**src/rtl/fmhd_pkg.sv**
```systemverilog
// Package for the four-motor H-bridge drive with reversal dead time.
// Holds payload structs, per-motor state record, codes and pin maps.
// No dependencies.
package fmhd_pkg;

    localparam logic [1:0] ACT_SET      = 2'd0;
    localparam logic [1:0] ACT_DEADLINE = 2'd1;
    localparam logic [1:0] ACT_SERVICE  = 2'd2;
    localparam logic [1:0] ACT_STOP     = 2'd3;

    localparam logic [2:0] CFG_MAX_SPEED = 3'd0;
    localparam logic [2:0] CFG_CAL0      = 3'd1;
    localparam logic [2:0] CFG_CAL3      = 3'd4;
    localparam logic [2:0] CFG_DELAY     = 3'd5;

    localparam logic [1:0] DIR_STOP = 2'd0;
    localparam logic [1:0] DIR_FWD  = 2'd1;
    localparam logic [1:0] DIR_REV  = 2'd2;

    localparam logic [14:0] MAX_SPEED_RST = 15'd1000;
    localparam logic [16:0] CAL_RST       = 17'h0FF00;
    localparam logic [7:0]  DELAY_RST     = 8'd20;

    localparam int DIVIDEND_W = 23;
    localparam int QUOT_W     = 8;

    typedef struct packed {
        logic [1:0]         action;
        logic [31:0]        now_ms;
        logic               armed;
        logic signed [15:0] front_left_speed;
        logic signed [15:0] front_right_speed;
        logic signed [15:0] rear_left_speed;
        logic signed [15:0] rear_right_speed;
    } t_in;

    typedef struct packed {
        logic [7:0] latch_byte;
        logic [7:0] pwm_motor0;
        logic [7:0] pwm_motor1;
        logic [7:0] pwm_motor2;
        logic [7:0] pwm_motor3;
        logic [3:0] reversing_flags;
    } t_out;

    // per-motor state kept in RAM
    typedef struct packed {
        logic [1:0]         dir;
        logic               waiting;
        logic signed [15:0] pending;
        logic [31:0]        ready;
    } t_mrec;

    function automatic logic [2:0] bit_a(input logic [1:0] m);
        case (m)
            2'd0:    bit_a = 3'd1;
            2'd1:    bit_a = 3'd2;
            2'd2:    bit_a = 3'd5;
            default: bit_a = 3'd0;
        endcase
    endfunction

    function automatic logic [2:0] bit_b(input logic [1:0] m);
        case (m)
            2'd0:    bit_b = 3'd4;
            2'd1:    bit_b = 3'd3;
            2'd2:    bit_b = 3'd7;
            default: bit_b = 3'd6;
        endcase
    endfunction

endpackage

```
**src/rtl/fmhd_ram.sv**
```systemverilog
// Generic single-port RAM with registered read.
// No dependencies.
module fmhd_ram #(
    parameter int WIDTH = 8,
    parameter int DEPTH = 4
) (
    input  logic                                      i_clk,
    input  logic                                      i_we,
    input  logic [(DEPTH > 1 ? $clog2(DEPTH) : 1)-1:0] i_addr,
    input  logic [WIDTH-1:0]                          i_wdata,
    output logic [WIDTH-1:0]                          o_rdata
);
    logic [WIDTH-1:0] r_mem [DEPTH];
    logic [WIDTH-1:0] r_rdata;

    always_ff @(posedge i_clk) begin
        if (i_we) begin
            r_mem[i_addr] <= i_wdata;
        end
        r_rdata <= r_mem[i_addr];
    end

    assign o_rdata = r_rdata;
endmodule

```
**src/rtl/fmhd_div.sv**
```systemverilog
// Restoring divider, one quotient bit per cycle, for PWM scaling.
// Quotient is known to fit in QUOT_W bits. Depends on fmhd_pkg.
module fmhd_div (
    input  logic                                i_clk,
    input  logic                                i_rst_n,
    input  logic                                i_start,
    input  logic [fmhd_pkg::DIVIDEND_W-1:0]     i_dividend,
    input  logic [14:0]                         i_divisor,
    output logic                                o_done,
    output logic [fmhd_pkg::QUOT_W-1:0]         o_quot
);
    logic [fmhd_pkg::DIVIDEND_W-1:0] r_rem;
    logic [fmhd_pkg::QUOT_W-1:0]     r_quot;
    logic [2:0]                      r_k;
    logic                            r_busy;
    logic                            r_done;
    logic [fmhd_pkg::DIVIDEND_W-1:0] dsh;

    assign dsh = fmhd_pkg::DIVIDEND_W'(i_divisor) << r_k;

    always_ff @(posedge i_clk) begin
        if (!i_rst_n) begin
            r_busy <= 1'b0;
            r_done <= 1'b0;
        end else begin
            r_done <= 1'b0;
            if (i_start) begin
                r_busy <= 1'b1;
            end else if (r_busy && r_k == 3'd0) begin
                r_busy <= 1'b0;
                r_done <= 1'b1;
            end
        end
        if (i_start) begin
            r_rem  <= i_dividend;
            r_quot <= '0;
            r_k    <= 3'd7;
        end else if (r_busy) begin
            if (r_rem >= dsh) begin
                r_rem       <= r_rem - dsh;
                r_quot[r_k] <= 1'b1;
            end
            r_k <= r_k - 3'd1;
        end
    end

    assign o_done = r_done;
    assign o_quot = r_quot;
endmodule

```
**src/rtl/four_motor_hbridge_drive_dead_time.sv**
```systemverilog
// Four-motor H-bridge drive with reversal dead time: top level.
// Depends on fmhd_pkg, fmhd_ram and fmhd_div.
//
// One result per input transfer. Deadline and service walk the motors in
// order through the per-motor state RAM: a read state and a decision state
// per motor, plus the 8-step PWM scaling divider when the motor runs at
// nonzero speed. The next item is taken while a result still waits.
// State comes up cleared at reset through per-entry valid bits.
module four_motor_hbridge_drive_dead_time #(
    parameter int NUM_MOTORS = 4
) (
    input  logic             i_clk,
    input  logic             i_rst_n,
    input  logic             i_in_valid,
    output logic             o_in_ready,
    input  fmhd_pkg::t_in    i_in_data,
    output logic             o_out_valid,
    input  logic             i_out_ready,
    output fmhd_pkg::t_out   o_out_data,
    input  logic             i_cfg_we,
    input  logic [2:0]       i_cfg_idx,
    input  logic [16:0]      i_cfg_data
);
    localparam int IW = (NUM_MOTORS > 1) ? $clog2(NUM_MOTORS) : 1;
    localparam int RW = $bits(fmhd_pkg::t_mrec);

    localparam logic [2:0] S_IDLE = 3'd0;
    localparam logic [2:0] S_TW   = 3'd1;
    localparam logic [2:0] S_RD   = 3'd2;
    localparam logic [2:0] S_EV   = 3'd3;
    localparam logic [2:0] S_MUL  = 3'd4;
    localparam logic [2:0] S_DIV  = 3'd5;
    localparam logic [2:0] S_OUT  = 3'd6;

    localparam logic [1:0] K_SKIP  = 2'd0;
    localparam logic [1:0] K_COAST = 2'd1;
    localparam logic [1:0] K_HOLD  = 2'd2;
    localparam logic [1:0] K_RUN   = 2'd3;

    logic [14:0] r_max;
    logic [16:0] r_cal [4];
    logic [7:0]  r_delay;

    logic [2:0]          r_state;
    logic [IW-1:0]       r_idx;
    fmhd_pkg::t_in       r_in;
    logic [NUM_MOTORS-1:0] r_mvalid;
    logic [NUM_MOTORS-1:0] r_tvalid;
    logic [7:0]          r_pwm [4];
    logic [7:0]          r_latch;
    logic [3:0]          r_flags;
    fmhd_pkg::t_mrec     r_rec;
    logic [14:0]         r_mag;
    logic                r_fwd;
    logic                r_out_valid;
    fmhd_pkg::t_out      r_out;

    logic [1:0]          mi;
    logic [16:0]         cal;
    logic [7:0]          lo, hi, absdiff;
    logic                neg;
    logic [RW-1:0]       m_rdata;
    logic [15:0]         t_rdata;
    fmhd_pkg::t_mrec     st, n_rec, wrec;
    logic signed [15:0]  tg, speed, sel_speed;
    logic [1:0]          req, kind;
    logic [15:0]         absv;
    logic [14:0]         n_mag;
    logic [31:0]         elapsed;
    logic                m_we, t_we, last;
    logic                div_start, div_done;
    logic [fmhd_pkg::QUOT_W-1:0] quot;
    logic [7:0]          qs;

    assign mi      = 2'(r_idx);
    assign cal     = r_cal[mi];
    assign lo      = cal[7:0];
    assign hi      = cal[15:8];
    assign neg     = hi < lo;
    assign absdiff = neg ? (lo - hi) : (hi - lo);
    assign last    = (r_idx == IW'(NUM_MOTORS - 1));

    always_comb begin
        case (mi)
            2'd0:    sel_speed = r_in.front_left_speed;
            2'd1:    sel_speed = r_in.front_right_speed;
            2'd2:    sel_speed = r_in.rear_left_speed;
            default: sel_speed = r_in.rear_right_speed;
        endcase
    end

    // decision for one motor, from the state just read
    always_comb begin
        st    = r_mvalid[r_idx] ? fmhd_pkg::t_mrec'(m_rdata) : '0;
        tg    = r_tvalid[r_idx] ? $signed(t_rdata) : 16'sd0;
        speed = (r_in.action == fmhd_pkg::ACT_DEADLINE) ? (r_in.armed ? tg : 16'sd0)
                                                        : st.pending;
        if (speed > 16'sd0)      req = fmhd_pkg::DIR_FWD;
        else if (speed < 16'sd0) req = fmhd_pkg::DIR_REV;
        else                     req = fmhd_pkg::DIR_STOP;
        absv    = speed[15] ? 16'(-speed) : speed;
        n_mag   = (absv > {1'b0, r_max}) ? r_max : absv[14:0];
        elapsed = r_in.now_ms - st.ready;
        n_rec   = st;
        kind    = K_SKIP;
        if (r_in.action == fmhd_pkg::ACT_SERVICE && !st.waiting) begin
            kind = K_SKIP;
        end else if (!st.waiting && st.dir != fmhd_pkg::DIR_STOP &&
                     req != fmhd_pkg::DIR_STOP && req != st.dir) begin
            n_rec.dir     = fmhd_pkg::DIR_STOP;
            n_rec.waiting = 1'b1;
            n_rec.pending = speed;
            n_rec.ready   = r_in.now_ms + 32'(r_delay);
            kind          = K_COAST;
        end else begin
            if (st.waiting) begin
                n_rec.pending = speed;
            end
            if (st.waiting && elapsed[31]) begin
                kind = K_HOLD;
            end else begin
                n_rec.waiting = 1'b0;
                if (n_mag == 15'd0) begin
                    n_rec.dir = fmhd_pkg::DIR_STOP;
                    kind      = K_COAST;
                end else begin
                    n_rec.dir = (speed > 16'sd0) ? fmhd_pkg::DIR_FWD : fmhd_pkg::DIR_REV;
                    kind      = K_RUN;
                end
            end
        end
    end

    assign div_start = (r_state == S_MUL);
    assign qs        = neg ? 8'(-quot) : quot;
    assign m_we      = (r_state == S_EV && (kind == K_COAST || kind == K_HOLD)) ||
                       (r_state == S_DIV && div_done);
    assign wrec      = (r_state == S_DIV) ? r_rec : n_rec;
    assign t_we      = (r_state == S_TW);

    fmhd_ram #(.WIDTH(RW), .DEPTH(NUM_MOTORS)) u_mram (
        .i_clk   (i_clk),
        .i_we    (m_we),
        .i_addr  (r_idx),
        .i_wdata (wrec),
        .o_rdata (m_rdata)
    );

    fmhd_ram #(.WIDTH(16), .DEPTH(NUM_MOTORS)) u_tram (
        .i_clk   (i_clk),
        .i_we    (t_we),
        .i_addr  (r_idx),
        .i_wdata (sel_speed),
        .o_rdata (t_rdata)
    );

    fmhd_div u_div (
        .i_clk      (i_clk),
        .i_rst_n    (i_rst_n),
        .i_start    (div_start),
        .i_dividend (fmhd_pkg::DIVIDEND_W'(r_mag) * fmhd_pkg::DIVIDEND_W'(absdiff)),
        .i_divisor  (r_max),
        .o_done     (div_done),
        .o_quot     (quot)
    );

    always_ff @(posedge i_clk) begin
        if (!i_rst_n) begin
            r_max       <= fmhd_pkg::MAX_SPEED_RST;
            for (int i = 0; i < 4; i++) begin
                r_cal[i] <= fmhd_pkg::CAL_RST;
                r_pwm[i] <= 8'd0;
            end
            r_delay     <= fmhd_pkg::DELAY_RST;
            r_state     <= S_IDLE;
            r_idx       <= '0;
            r_mvalid    <= '0;
            r_tvalid    <= '0;
            r_latch     <= 8'd0;
            r_flags     <= 4'd0;
            r_out_valid <= 1'b0;
        end else begin
            if (i_cfg_we) begin
                if (i_cfg_idx == fmhd_pkg::CFG_MAX_SPEED) begin
                    r_max <= i_cfg_data[14:0];
                end else if (i_cfg_idx inside {[fmhd_pkg::CFG_CAL0:fmhd_pkg::CFG_CAL3]}) begin
                    r_cal[2'(i_cfg_idx - fmhd_pkg::CFG_CAL0)] <= i_cfg_data;
                end else if (i_cfg_idx == fmhd_pkg::CFG_DELAY) begin
                    r_delay <= i_cfg_data[7:0];
                end
            end
            // in S_OUT the output register is refilled below
            if (o_out_valid && i_out_ready && r_state != S_OUT) begin
                r_out_valid <= 1'b0;
            end
            case (r_state)
                S_IDLE: begin
                    if (i_in_valid) begin
                        r_idx <= '0;
                        case (i_in_data.action)
                            fmhd_pkg::ACT_SET:  r_state <= S_TW;
                            fmhd_pkg::ACT_STOP: begin
                                r_mvalid <= '0;
                                r_tvalid <= '0;
                                r_latch  <= 8'd0;
                                r_flags  <= 4'd0;
                                for (int i = 0; i < 4; i++) r_pwm[i] <= 8'd0;
                                r_state  <= S_OUT;
                            end
                            default: r_state <= S_RD;
                        endcase
                    end
                end
                S_TW: begin
                    r_tvalid[r_idx] <= 1'b1;
                    if (last) r_state <= S_OUT;
                    else      r_idx   <= r_idx + IW'(1);
                end
                S_RD: r_state <= S_EV;
                S_EV: begin
                    if (kind == K_RUN) begin
                        r_rec   <= n_rec;
                        r_mag   <= n_mag;
                        r_fwd   <= (speed > 16'sd0) ^ cal[16];
                        r_state <= S_MUL;
                    end else begin
                        if (kind == K_COAST) begin
                            r_pwm[mi] <= 8'd0;
                            r_latch[fmhd_pkg::bit_a(mi)] <= 1'b0;
                            r_latch[fmhd_pkg::bit_b(mi)] <= 1'b0;
                        end
                        if (kind != K_SKIP) begin
                            r_mvalid[r_idx] <= 1'b1;
                            r_flags[mi]     <= n_rec.waiting;
                        end
                        if (last) r_state <= S_OUT;
                        else begin
                            r_idx   <= r_idx + IW'(1);
                            r_state <= S_RD;
                        end
                    end
                end
                S_MUL: r_state <= S_DIV;
                S_DIV: begin
                    if (div_done) begin
                        r_pwm[mi] <= lo + qs;
                        r_latch[fmhd_pkg::bit_a(mi)] <= r_fwd;
                        r_latch[fmhd_pkg::bit_b(mi)] <= !r_fwd;
                        r_mvalid[r_idx] <= 1'b1;
                        r_flags[mi]     <= r_rec.waiting;
                        if (last) r_state <= S_OUT;
                        else begin
                            r_idx   <= r_idx + IW'(1);
                            r_state <= S_RD;
                        end
                    end
                end
                S_OUT: begin
                    if (!r_out_valid || i_out_ready) begin
                        r_out_valid <= 1'b1;
                        r_state     <= S_IDLE;
                    end
                end
                default: r_state <= S_IDLE;
            endcase
        end
        if (r_state == S_IDLE && i_in_valid) begin
            r_in <= i_in_data;
        end
        if (r_state == S_OUT && (!r_out_valid || i_out_ready)) begin
            r_out.latch_byte      <= r_latch;
            r_out.pwm_motor0      <= r_pwm[0];
            r_out.pwm_motor1      <= r_pwm[1];
            r_out.pwm_motor2      <= r_pwm[2];
            r_out.pwm_motor3      <= r_pwm[3];
            r_out.reversing_flags <= r_flags;
        end
    end

    assign o_in_ready  = (r_state == S_IDLE);
    assign o_out_valid = r_out_valid;
    assign o_out_data  = r_out;
endmodule

```
**config.mk**
```make
export PLATFORM = sky130hd
export DESIGN_NAME = four_motor_hbridge_drive_dead_time
export DESIGN_NICKNAME = d
export VERILOG_FILES = /design/src/rtl/fmhd_pkg.sv /design/src/rtl/fmhd_ram.sv /design/src/rtl/fmhd_div.sv /design/src/rtl/four_motor_hbridge_drive_dead_time.sv
export SDC_FILE = /design/constraint.sdc
export NUM_CORES = 1
export LEC_CHECK = 0
export BUFFER_PORTS_ARGS = -buffer_cell sky130_fd_sc_hd__buf_4
export CAP_MARGIN = 20
export CORE_MARGIN = 8
export CORE_UTILIZATION = 37
export DETAILED_ROUTE_END_ITERATION = 6
export GPL_TIMING_DRIVEN = 1
export PLACE_DENSITY = 0.51
export REMOVE_ABC_BUFFERS = 1
export SYNTH_ARGS = -nofsm -noshare
export SYNTH_HDL_FRONTEND = slang
export SYNTH_SLANG_ARGS = --single-unit
```
**constraint.sdc**
```tcl
create_clock -name i_clk -period 11.9 [get_ports i_clk]
set_input_delay 1.19 -clock i_clk [delete_from_list [all_inputs] [get_ports i_clk]]
set_output_delay 1.19 -clock i_clk [all_outputs]
set_load 0.005 [all_outputs]
```
* After elaboration in Yosys (flattened, before gate mapping)
Memory sizes are Yosys's and may differ from the RTL's. A register that Yosys moved wholly into a read port is not among the register bits.
Cells that the tools add are included.
** Operators by class
- Reductions and logical operators :: 53
- Muxes and demuxes :: 135
- Shifts and indexed selects :: 1
- Equal/unequal tests :: 26
- Bitwise logic cells :: 16
- Multipliers :: 1
- $lt $le $gt $ge :: 19
- Add/sub/neg operators :: 11
** Operators by type and width (count)
- 51-bit two-way mux :: 3
- 8-bit two-way mux :: 13
- 16-bit two-way mux :: 5
- 23-bit two-way mux :: 3
- 3-bit two-way mux :: 21
- 16-bit one-hot mux with 3 select lines :: 1
- 1-bit two-way mux :: 40
- 32-bit by 8-bit adder with 32-bit output :: 1
- 2-bit two-way mux :: 16
- 32-bit two-way mux :: 1
- 4-bit two-way mux :: 8
- 32-bit subtractor :: 1
- 4-bit one-hot mux with 3 select lines :: 2
- 8-bit one-hot mux with 3 select lines :: 1
- 23-bit >= comparator :: 1
- 15-bit by 8-bit multiplier with 23-bit output :: 1
- 15-bit by 3-bit left shift with 23-bit output :: 1
- 23-bit subtractor :: 1
- 3-bit one-hot mux with 7 select lines :: 1
- 3-bit by 4-bit less-than comparator with 1-bit output, second input constant :: 5
- 1-bit logical AND :: 19
- 19-bit two-way mux :: 1
- 3-bit by 1-bit >= comparator with 1-bit output, second input constant :: 6
- 3-bit one-hot mux with 3 select lines :: 2
- 55 further kinds :: 108
** Storage, ports and cells
- Input port bits :: 124
- Memories :: 4
- Logic and storage cells :: 295
- Flip-flop bits (word level) :: 263
- RAM bits :: 368
** Memories
- u_mram.r_mem :: words 4, width 51, read ports 1, clocked after memory_dff 1, write ports 1, RTL line fmhd_ram.sv:13 : logic [WIDTH-1:0] r_mem [DEPTH];
- r_cal :: words 4, width 17, read ports 1, clocked after memory_dff 1, write ports 4, RTL line four_motor_hbridge_drive_dead_time.sv:41 : logic [16:0] r_cal [4];
- u_tram.r_mem :: words 4, width 16, read ports 1, clocked after memory_dff 1, write ports 1, RTL line fmhd_ram.sv:13
- r_pwm :: words 4, width 8, read ports 4, clocked after memory_dff 4, write ports 4, RTL line four_motor_hbridge_drive_dead_time.sv:49 : logic [7:0] r_pwm [4];

* Depth between registers and ports, before layout
Gate-level depths: netlist (run 1).
- Depth in word-level cells :: 29
- Mapped depth :: 38
- Depth with buffers taken out :: 36

* Hierarchy
Synthesis (run 1) repeated with hierarchy kept, for this count alone.
** Unflattened totals
- Cell total of the unflattened synthesis :: 2875
- Area, all modules :: 36980.5 µm²
** Modules (own cells, without submodules)
- four_motor_hbridge_drive_dead_time :: instances 1, cells an instance 2069, area each 22479.1 µm²
- fmhd_ram at u_mram :: instances 1, cells an instance 322, area each 8470.6 µm²
- fmhd_div :: instances 1, cells an instance 380, area each 3364.5 µm²
- fmhd_ram at u_tram :: instances 1, cells an instance 104, area each 2666.3 µm²

* Worst setup path after synthesis (run 1)
OpenSTA, ideal clock, no wires.
- Path type :: register to register
- Start point :: reg (tool-made name)
- End point :: reg u_div.r_rem[22] in the netlist's numbering, data pin
- Stages on the path, launching flop included :: 36
- Period minus slack after synthesis :: 8.933 ns
- Path slack :: 2.967 ns
- Setup time :: 0.261 ns
- Arrival :: 8.672 ns
- Path buffers :: 3
- Required time :: 11.639 ns
- Cells stage by stage :: dfxtp_1 clkbuf_1 buf_1 mux4_2 inv_1 ha_1 a21o_1 a21o_1 a21oi_1 o21ai_0 o211ai_1 mux2_2 a22o_1 a41oi_1 a21oi_1 xor2_1 clkbuf_1 nand2_1 fa_1 fa_1 inv_1 fa_1 inv_1 fa_1 inv_1 ha_1 o21ai_0 nand2b_1 a21oi_1 a311oi_1 o21ai_0 a21oi_1 a41oi_1 a21oi_1 nand2_1 o311a_1
** RTL lines
- to (signal assigned) :: RTL line fmhd_div.sv:35 : r_rem <= i_dividend;
- to (signal assigned) :: RTL line fmhd_div.sv:40 : r_rem <= r_rem - dsh;
- to (decl) :: RTL line fmhd_div.sv:12 : logic [fmhd_pkg::DIVIDEND_W-1:0] r_rem;

==> impl_metrics.json, run 1 <==
{
  "initial_core_util": 0.3722,
  "die-area_um2": 108900,
  "cts.repair.resized": 0,
  "routedWlPerCell_um": 21.39,
  "post-route-drc-count": 0,
  "syn_inst": 2858,
  "final-seq-area_um2": 20680,
  "clk_pin_slew_worst_paths_ps": 60,
  "fin_skew_ps": 14.92,
  "critical_path.top_delay_family": "compound AO/OA/AOI/OAI gates",
  "replace_congestion": 0.9079,
  "via_per_inst": 5.318,
  "max_freq_mhz": 98.46,
  "clkSinkCount": 732,
  "cts.path.max_buffers": 3,
  "main_area_contributors_after_synthesis": "sky130_fd_sc_hd__edfxtp_1 (49%), sky130_fd_sc_hd__dfxtp_1 (7.2%), sky130_fd_sc_hd__mux4_2 (5.7%)",
  "worst_case_setup_margin_in_the_final_layout_ps": 1744,
  "detail_placement_hpwl_um": 64410,
  "timing.final.max_slew_violations": 0,
  "synth-edff-count": 601,
  "data_required_critical_path_ps": 12260,
  "mostFrequentLayoutCell": "sky130_fd_sc_hd__edfxtp_1",
  "routed_wirelength_um": 93580,
  "antenna_found_initial": 2,
  "die_y_um": 330.0,
  "crit_path_frequent_cell": "sky130_fd_sc_hd__fa_1",
  "synth_top_flop_cell": "sky130_fd_sc_hd__edfxtp_1",
  "place.port_buffers": 169,
  "setup_viol": 0,
  "crit_slowest_cell": "sky130_fd_sc_hd__xor2_1",
  "clock_tree_from_tritoncts": "yes",
  "clock_buffer_count_from_cts": 79,
  "globalRoute.totalOverflow": 0,
  "netlist.area_leader.share": 0.4948,
  "antenna-diode-count": 0,
  "crit_arrival_ps": 10520,
  "crit_share_post_route": 0.8535,
  "worstHoldPathType": "flip-flop to flip-flop",
  "crit_path_start_kind": "flip-flop",
  "fp.coreArea_um2": 97990,
  "fill_cells": 9004,
  "flow.area_growth_from_synthesis_pct": 14.40,
  "place_inst": 4232,
  "run_status": "complete, no violations",
  "layout-drive-gt1-share": 0.1603,
  "multi_input_gate_area_um2": 14610,
  "gr-usage-all-layers": 0.1716,
  "worstSetupEndpointType": "flip-flop",
  "initialDrtViolationCount": 1849,
  "synth.distinct_cells": 78,
  "post_cts_repair_timing_setup_buffer_count": 0,
  "crit_path_max_fanout": 15,
  "vias": 23263,
  "avgSynthCellArea_um2": 12.76,
  "ys_seq_area_frac": 0.5667,
  "num_io_pins": 170,
  "die_x_um": 330.0,
  "synth-async-reset-ratio": 0,
  "rsz0062_at_grt": "no",
  "layout_common_cells": "sky130_fd_sc_hd__edfxtp_1 (601), sky130_fd_sc_hd__nand2_1 (269), sky130_fd_sc_hd__buf_4 (211)",
  "clock_tree.root_cell": "sky130_fd_sc_hd__clkbuf_16",
  "remaining_antenna_violation_count": 0,
  "ys_warn_count": 0,
  "first_global_vias": 24225,
  "drt_first_pass_iters": 5,
  "critical_path.n_buffers_inverters": 5,
  "core.rowCount": 115,
  "layout_min_cycle_time_ps": 10160,
  "yosys_top_cell_by_area": "sky130_fd_sc_hd__edfxtp_1",
  "mappedNetlistArea_um2": 36470,
  "timing.final.hold_violations": 0,
  "layout.cells.non_filler": 4374,
  "synth.ff_latch_count": 732,
  "hold_fix_buffer_count_after_cts": 0,
  "clock_tree.htree_level_count": 3,
  "worst_slew_margin_rel": 0.2583,
  "worst_slew_pin_slew_ps": 1109,
  "setup_tns_final_ps": 0,
  "worstSetupPathType": "flip-flop to flip-flop",
  "clkLatencyLatePin_ps": 630,
  "maxCapViolCount": 0,
  "dp_slack_ps": 1884,
  "fin_nets": 3391,
  "critical-path-max-stage-delay_ps": 870,
  "grt_first_pass_wirelength_um": 144700,
  "grt_max_degree": 71
}
==> worst reg2reg max path: cells and delay by family, from the launching register on <==
family	cells	cell delay, ps
compound gates	14	3280
fa+ha+maj	6	2900
mux	3	1100
xor+xnor	1	870
buf+inv	5	830
flops	1	540
simple gates	3	340
==> cell usage after synthesis (32+ instances only) <==
cell	number
sky130_fd_sc_hd__fa_1	83
sky130_fd_sc_hd__mux2_2	52
sky130_fd_sc_hd__and3_1	34
sky130_fd_sc_hd__edfxtp_1	601
sky130_fd_sc_hd__a21o_1	32
sky130_fd_sc_hd__a21oi_1	115
sky130_fd_sc_hd__nand3_1	65
sky130_fd_sc_hd__mux4_2	92
sky130_fd_sc_hd__nand2b_1	45
sky130_fd_sc_hd__and2_1	119
sky130_fd_sc_hd__nor3_1	32
sky130_fd_sc_hd__clkbuf_1	88
sky130_fd_sc_hd__o21ai_0	112
sky130_fd_sc_hd__nor2_1	170
sky130_fd_sc_hd__dfxtp_1	131
sky130_fd_sc_hd__ha_1	157
sky130_fd_sc_hd__inv_1	193
sky130_fd_sc_hd__mux2i_1	43
sky130_fd_sc_hd__xnor2_1	67
sky130_fd_sc_hd__nand2_1	269
==> per-stage QoR <==
step                hold slack (ps)  area (µm²)    util
finish                        415.2       41720  0.4258
global route                  425.1       41720  0.4258
CTS                           417.1       41720  0.4257
detailed placement            405.7       39210  0.4001
global placement              403.1       39210  0.4001
floorplan                     400.3       35980       -
==> per-layer routing <==
metal  GRT usage  routed length [µm]
met1      0.2300               41730
met2      0.2889               45300
met3     0.02932                4732
met4     0.04295                1817
met5           0                   0
==> logic make-up after synthesis <==
kind of cell,synth area share
buf+inv,0.03365
mux,0.08467
xor+xnor,0.02257
fa+ha+maj,0.09942
compound gates,0.07942
flops,0.5667
simple gates,0.1135
==> path summary, 6_finish.rpt <==
path	start	slack, ps	cells after the start	end
setup / recovery	flip-flop	1740	32	u_div.r_rem[21]
hold / removal	r_pwm[0][1]	420	0	o_out_data[29]
setup reg to reg	flip-flop	1740	32	u_div.r_rem[21]
hold reg to reg	r_pwm[0][1]	420	0	o_out_data[29]
==> registers in the layout (all words and copies together), names as in the netlist, 2 cells and up, named ones only <==
register / flops
u_mram.o_rdata: 51
r_tvalid: 4
r_flags: 4
u_tram.r_mem: 64
r_cal: 68
r_mvalid: 4
r_latch: 8
r_in: 99
r_rec: 51
u_div.r_k: 3
u_div.r_rem: 23
r_state: 3
mi: 2
u_div.o_quot: 8
u_tram.o_rdata: 16
r_max: 15
r_pwm: 32
r_mag: 15
u_mram.r_mem: 204
r_delay: 8
o_out_data: 44
==> final cells by class <==
class / instances / share of cell area
Clock buffer: 107 / 0.05113
Multi-Input combinational cell: 1808 / 0.3501
Inverter: 195 / 0.01754
Timing Repair Buffer: 211 / 0.03796
Sequential cell: 732 / 0.4956
Clock inverter: 34 / 0.009056
Tap cell: 1287 / 0.03859
Power of run 1 is not shown: default switching activity piles up to over one toggle a cycle in this logic, so the estimate is an artifact.
==> inputs of run 2 (changes only) <==
--- a/config.mk
+++ b/config.mk
@@ -11,7 +11,7 @@
 export CORE_UTILIZATION = 37
 export DETAILED_ROUTE_END_ITERATION = 6
 export GPL_TIMING_DRIVEN = 1
-export PLACE_DENSITY = 0.51
+export PLACE_DENSITY = 0.52
 export REMOVE_ABC_BUFFERS = 1
 export SYNTH_ARGS = -nofsm -noshare
 export SYNTH_HDL_FRONTEND = slang
==> constraint.sdc (replaced) <==
create_clock -name i_clk -period 8.9 [get_ports i_clk]
set_input_delay 0.89 -clock i_clk [delete_from_list [all_inputs] [get_ports i_clk]]
set_output_delay 0.89 -clock i_clk [all_outputs]
set_load 0.005 [all_outputs]
==> run 2 against run 1 <==
Against the previous run: non-clock buffer count grew 14; worst setup slack lost 1200 ps; global-route usage grew 0.27 points; utilization grew 0.69 points; cell area grew 1.6%; first-iteration DRC count shrank 6.5%; worst hold slack lost 1.6 ps; routed wire length increased by 1.4%; fmax increased by 21%; clock skew rose by 19 ps; critical path depth grew 3; critical path type unchanged; critical endpoint is now u_div.r_rem[22]; highest routed layer is now met5.
==> impl_metrics.json, run 2 (synthesis results as in run 1) <==
{
  "run_status": "complete, no violations",
  "maxCapViolCount": 0,
  "largest_register": "u_mram.r_mem",
  "layout.cells.non_filler": 4402,
  "routedWlPerCell_um": 21.55,
  "clk_pin_slew_worst_paths_ps": 60,
  "flow.area_growth_from_synthesis_pct": 16.25,
  "largest_register_ff_count": 204,
  "layout_min_cycle_time_ps": 8391,
  "fin_skew_ps": 34.19,
  "die_y_um": 330.0,
  "critical-path-max-stage-delay_ps": 580,
  "antenna_found_initial": 2,
  "worstSetupEndpointType": "flip-flop",
  "post-route-drc-count": 0,
  "vias": 23344,
  "crit_slowest_cell": "sky130_fd_sc_hd__fa_1",
  "mostFrequentLayoutCell": "sky130_fd_sc_hd__edfxtp_1",
  "worst_slew_margin_rel": 0.2717,
  "place_inst": 4241,
  "max_freq_mhz": 119.2,
  "worstSetupPathType": "flip-flop to flip-flop",
  "timing.final.hold_violations": 0,
  "top_signal_layer_used": "met5",
  "crit_share_post_route": 0.9428,
  "detail_placement_hpwl_um": 65530,
  "drt_first_pass_iters": 6,
  "globalRoute.totalOverflow": 0,
  "hold_fix_buffer_count_after_cts": 0,
  "crit_path_max_fanout": 5,
  "clkSinkCount": 732,
  "place.port_buffers": 169,
  "crit_arrival_ps": 8770,
  "clock_tree.htree_level_count": 3,
  "first_global_vias": 24540,
  "worstHoldPathType": "flip-flop to flip-flop",
  "crit_path_start_kind": "flip-flop",
  "data_required_critical_path_ps": 9280,
  "final_util": 0.4327,
  "gr-usage-all-layers": 0.1743,
  "antenna-diode-count": 0,
  "initial_core_util": 0.3722,
  "fp.coreArea_um2": 97990,
  "routed_wirelength_um": 94850,
  "num_io_pins": 170,
  "layout_common_cells": "sky130_fd_sc_hd__edfxtp_1 (601), sky130_fd_sc_hd__nand2_1 (269), sky130_fd_sc_hd__buf_4 (216)",
  "route.layer.met1.wl_um": 42120,
  "clkLatencyLatePin_ps": 650,
  "via_per_inst": 5.303,
  "clock_tree.root_cell": "sky130_fd_sc_hd__clkbuf_16",
  "fin_nets": 3409,
  "layout-drive-gt1-share": 0.1756,
  "die_x_um": 330.0,
  "remaining_antenna_violation_count": 0,
  "timing.final.max_slew_violations": 0,
  "setup_viol": 0,
  "largest_registers": "u_mram.r_mem x204, r_in x99, r_cal x68",
  "worst_slew_pin_slew_ps": 1092,
  "replace_congestion": 0.8863,
  "core.rowCount": 115,
  "clock_buffer_count_from_cts": 83,
  "die-area_um2": 108900,
  "grt_first_pass_wirelength_um": 147200,
  "clock_tree_from_tritoncts": "yes",
  "initialDrtViolationCount": 1729,
  "met3_wirelength_um": 4984,
  "grt_max_degree": 66,
  "met2RoutedLength_um": 45320,
  "cts.path.max_buffers": 3
}
==> run 2: cell type report <==
| class | count | area (µm²) |
|---|---|---|
| repair buffers | 225 | 1795 |
| clock buffers | 103 | 2235 |
| well taps | 1287 | 1610 |
| fillers | 9019 | 55590 |
| flip-flops and latches | 732 | 20680 |
| clock inverters | 52 | 644.4 |
| multi-input cells | 1808 | 14700 |
| inverters | 195 | 732.0 |
==> run 2: path summary, 6_finish.rpt <==
check	depth (start not counted)	startpoint	slack (ps)	endpoint
max	35	flip-flop	510	u_div.r_rem[22]
min reg2reg	0	r_pwm[0][6]	410	o_out_data[34]
min	0	r_pwm[0][6]	410	o_out_data[34]
max reg2reg	35	flip-flop	510	u_div.r_rem[22]
==> run 2: critical path: cells and delay by family (launching register included) <==
kind / cells / cell delay (ps)
adders and majority gates: 7 / 3050
AOI/OAI and AO/OA: 16 / 2980
muxes: 2 / 600
buffers and inverters: 6 / 510
DFF: 1 / 410
and+or+nand+nor: 3 / 290
xor gates and xnor gates: 1 / 250
==> run 2: per-stage QoR <==
stage | TNS, ps | setup slack (ps) | hold WS [ps] | instance area (µm²)
finish | 0 | 509.5 | 413.6 | 42400
global route | -37.57 | -21.53 | 374.3 | 42400
CTS | 0 | 49.67 | 356.7 | 42250
detailed placement | -149.8 | -89.35 | 406.3 | 39350
global placement | 0 | 39.04 | 405.2 | 39350
floorplan | -251940 | -1020 | 400.3 | 35980
==> run 2: what timing repair did <==
action                     in CTS  in global routing
setup buffers                   2                  2
resized for setup               1                 22
setup endpoints to repair       3                  9
pin swaps                       1                  4
==> run 2: metal layers <==
layer  GRT usage  vias up
met5           0        -
met4     0.04925        4
met3     0.02980      162
met2      0.2909      622
met1      0.2334    11706
li1            -    10850
Power of run 2 is left out for the same reason.
==> inputs of run 3 (changes only) <==
--- a/config.mk
+++ b/config.mk
@@ -11,7 +11,7 @@
 export CORE_UTILIZATION = 37
 export DETAILED_ROUTE_END_ITERATION = 6
 export GPL_TIMING_DRIVEN = 1
-export PLACE_DENSITY = 0.52
+export PLACE_DENSITY = 0.53
 export REMOVE_ABC_BUFFERS = 1
 export SYNTH_ARGS = -nofsm -noshare
 export SYNTH_HDL_FRONTEND = slang
==> run 3 against run 2 <==
Against the previous run: die area did not move; global-route usage fell by 0.18 points; routed wire length fell by 0.66%; fmax fell by 1.2%; register-to-register slack got worse by 100 ps.
==> impl_metrics.json, run 3 (synthesis results as in run 1) <==
{
  "run_status": "complete, no violations",
  "rsz0062_at_grt": "no",
  "setup_viol": 0,
  "initialDrtViolationCount": 1791,
  "flow.area_growth_from_synthesis_pct": 15.95,
  "antenna_found_initial": 5,
  "worst_slew_margin_rel": 0.3120,
  "data_required_critical_path_ps": 9260,
  "crit_share_post_route": 0.9542,
  "fill_cells": 8959,
  "clkLatencyLatePin_ps": 650,
  "max_freq_mhz": 117.7,
  "worstHoldPathType": "flip-flop to flip-flop",
  "fin_nets": 3416,
  "routedWlPerCell_um": 21.36,
  "crit_path_start_kind": "flip-flop",
  "worstSetupPathType": "flip-flop to flip-flop",
  "worstSetupEndpointType": "flip-flop",
  "layout-drive-gt1-share": 0.1772,
  "largest_register": "u_mram.r_mem",
  "num_io_pins": 170,
  "die_y_um": 330.0,
  "grt_first_pass_wirelength_um": 144900,
  "detail_placement_hpwl_um": 65740,
  "critical-path-max-stage-delay_ps": 550,
  "core.rowCount": 115,
  "die-area_um2": 108900,
  "grt_max_degree": 69,
  "clkSinkCount": 732,
  "crit_slowest_cell": "sky130_fd_sc_hd__fa_1",
  "fp.coreArea_um2": 97990,
  "largest_register_ff_count": 204,
  "remaining_antenna_violation_count": 0,
  "fin_skew_ps": 47.02,
  "critical_path.top_delay_family": "adder cells",
  "clock_tree.htree_level_count": 3,
  "critical_path.n_buffers_inverters": 6,
  "vias": 23351,
  "crit_arrival_ps": 8850,
  "drt_first_pass_iters": 7,
  "crit_path_max_fanout": 6,
  "cts.path.max_buffers": 3,
  "timing.final.max_slew_violations": 0,
  "die_x_um": 330.0,
  "clock_tree.root_cell": "sky130_fd_sc_hd__clkbuf_16",
  "clk_pin_slew_worst_paths_ps": 60,
  "initial_core_util": 0.3722,
  "replace_congestion": 0.8852,
  "timing.final.hold_violations": 0,
  "first_global_vias": 24460,
  "via_per_inst": 5.293,
  "reg2reg_setup_slack_ps": 410,
  "maxCapViolCount": 0,
  "globalRoute.totalOverflow": 0,
  "mostFrequentLayoutCell": "sky130_fd_sc_hd__edfxtp_1",
  "layout_min_cycle_time_ps": 8493,
  "worst_slew_pin_slew_ps": 1031,
  "post-route-drc-count": 0,
  "largest_registers": "u_mram.r_mem x204, r_in x99, r_cal x68",
  "finalHoldWorstSlack_ps": 416.4,
  "gr-usage-all-layers": 0.1725,
  "layout_common_cells": "sky130_fd_sc_hd__edfxtp_1 (601), sky130_fd_sc_hd__nand2_1 (269), sky130_fd_sc_hd__buf_4 (227)",
  "clock_buffer_count_from_cts": 82,
  "clock_tree_from_tritoncts": "yes",
  "routed_wirelength_um": 94230,
  "place.port_buffers": 169
}
## run 3: cell types whose count changed in the layout (fill, tap and decap cells not counted), sizes merged
cell	change
buf	+8
bufinv	-4
clkbuf	+4
diode	+4
clkinv	-3
inv	+1
## run 3: metrics by stage
step / instances / setup WS, ps / TNS, ps / utilization / instance area, µm²
2_1_floorplan: 2735 / -1020 / -251940 / - / 35980
3_3_place_gp: 4249 / 90.87 / 0 / 0.4015 / 39340
3_5_place_dp: 4249 / -36.15 / -45.93 / 0.4015 / 39340
4_1_cts: 4404 / 118.6 / 0 / 0.4300 / 42140
5_1_grt: 4410 / 22.02 / 0 / 0.4315 / 42280
6_report: 4412 / 407.2 / 0 / 0.4316 / 42290
## run 3: layout make-up
| type | count | area (µm²) | share of cell area |
|---|---|---|---|
| Inverter | 195 | 732.0 | 0.01731 |
| Clock buffer | 107 | 2248 | 0.05317 |
| Timing Repair Buffer | 233 | 1804 | 0.04267 |
| Tap cell | 1287 | 1610 | 0.03808 |
| Antenna cell | 4 | 10.01 | 0.0002367 |
| Multi-Input combinational cell | 1808 | 14680 | 0.3471 |
| Clock inverter | 46 | 524.3 | 0.01240 |
| Sequential cell | 732 | 20680 | 0.4890 |
## run 3: final timing paths
check,startpoint,endpoint,depth (start not counted)
worst min-delay path,r_pwm[3][1],o_out_data[5],0
worst max register to register,flip-flop,u_div.r_rem[22],35
worst max-delay path,flip-flop,u_div.r_rem[22],35
worst min register to register,r_pwm[3][1],o_out_data[5],0
## run 3: timing repair
item,CTS,global route
hold buffers,0,0
endpoints found under the setup margin,3,9
gates resized for setup,1,19
pin swaps,1,1
buffers inserted,2,1
## run 3: layer usage
metal | GRT usage | wire, µm
met3 | 0.03769 | 5942
met5 | 0 | 0
met1 | 0.2232 | 40540
met4 | 0.05497 | 2471
met2 | 0.2880 | 45280
Power of run 3 is left out for the same reason.
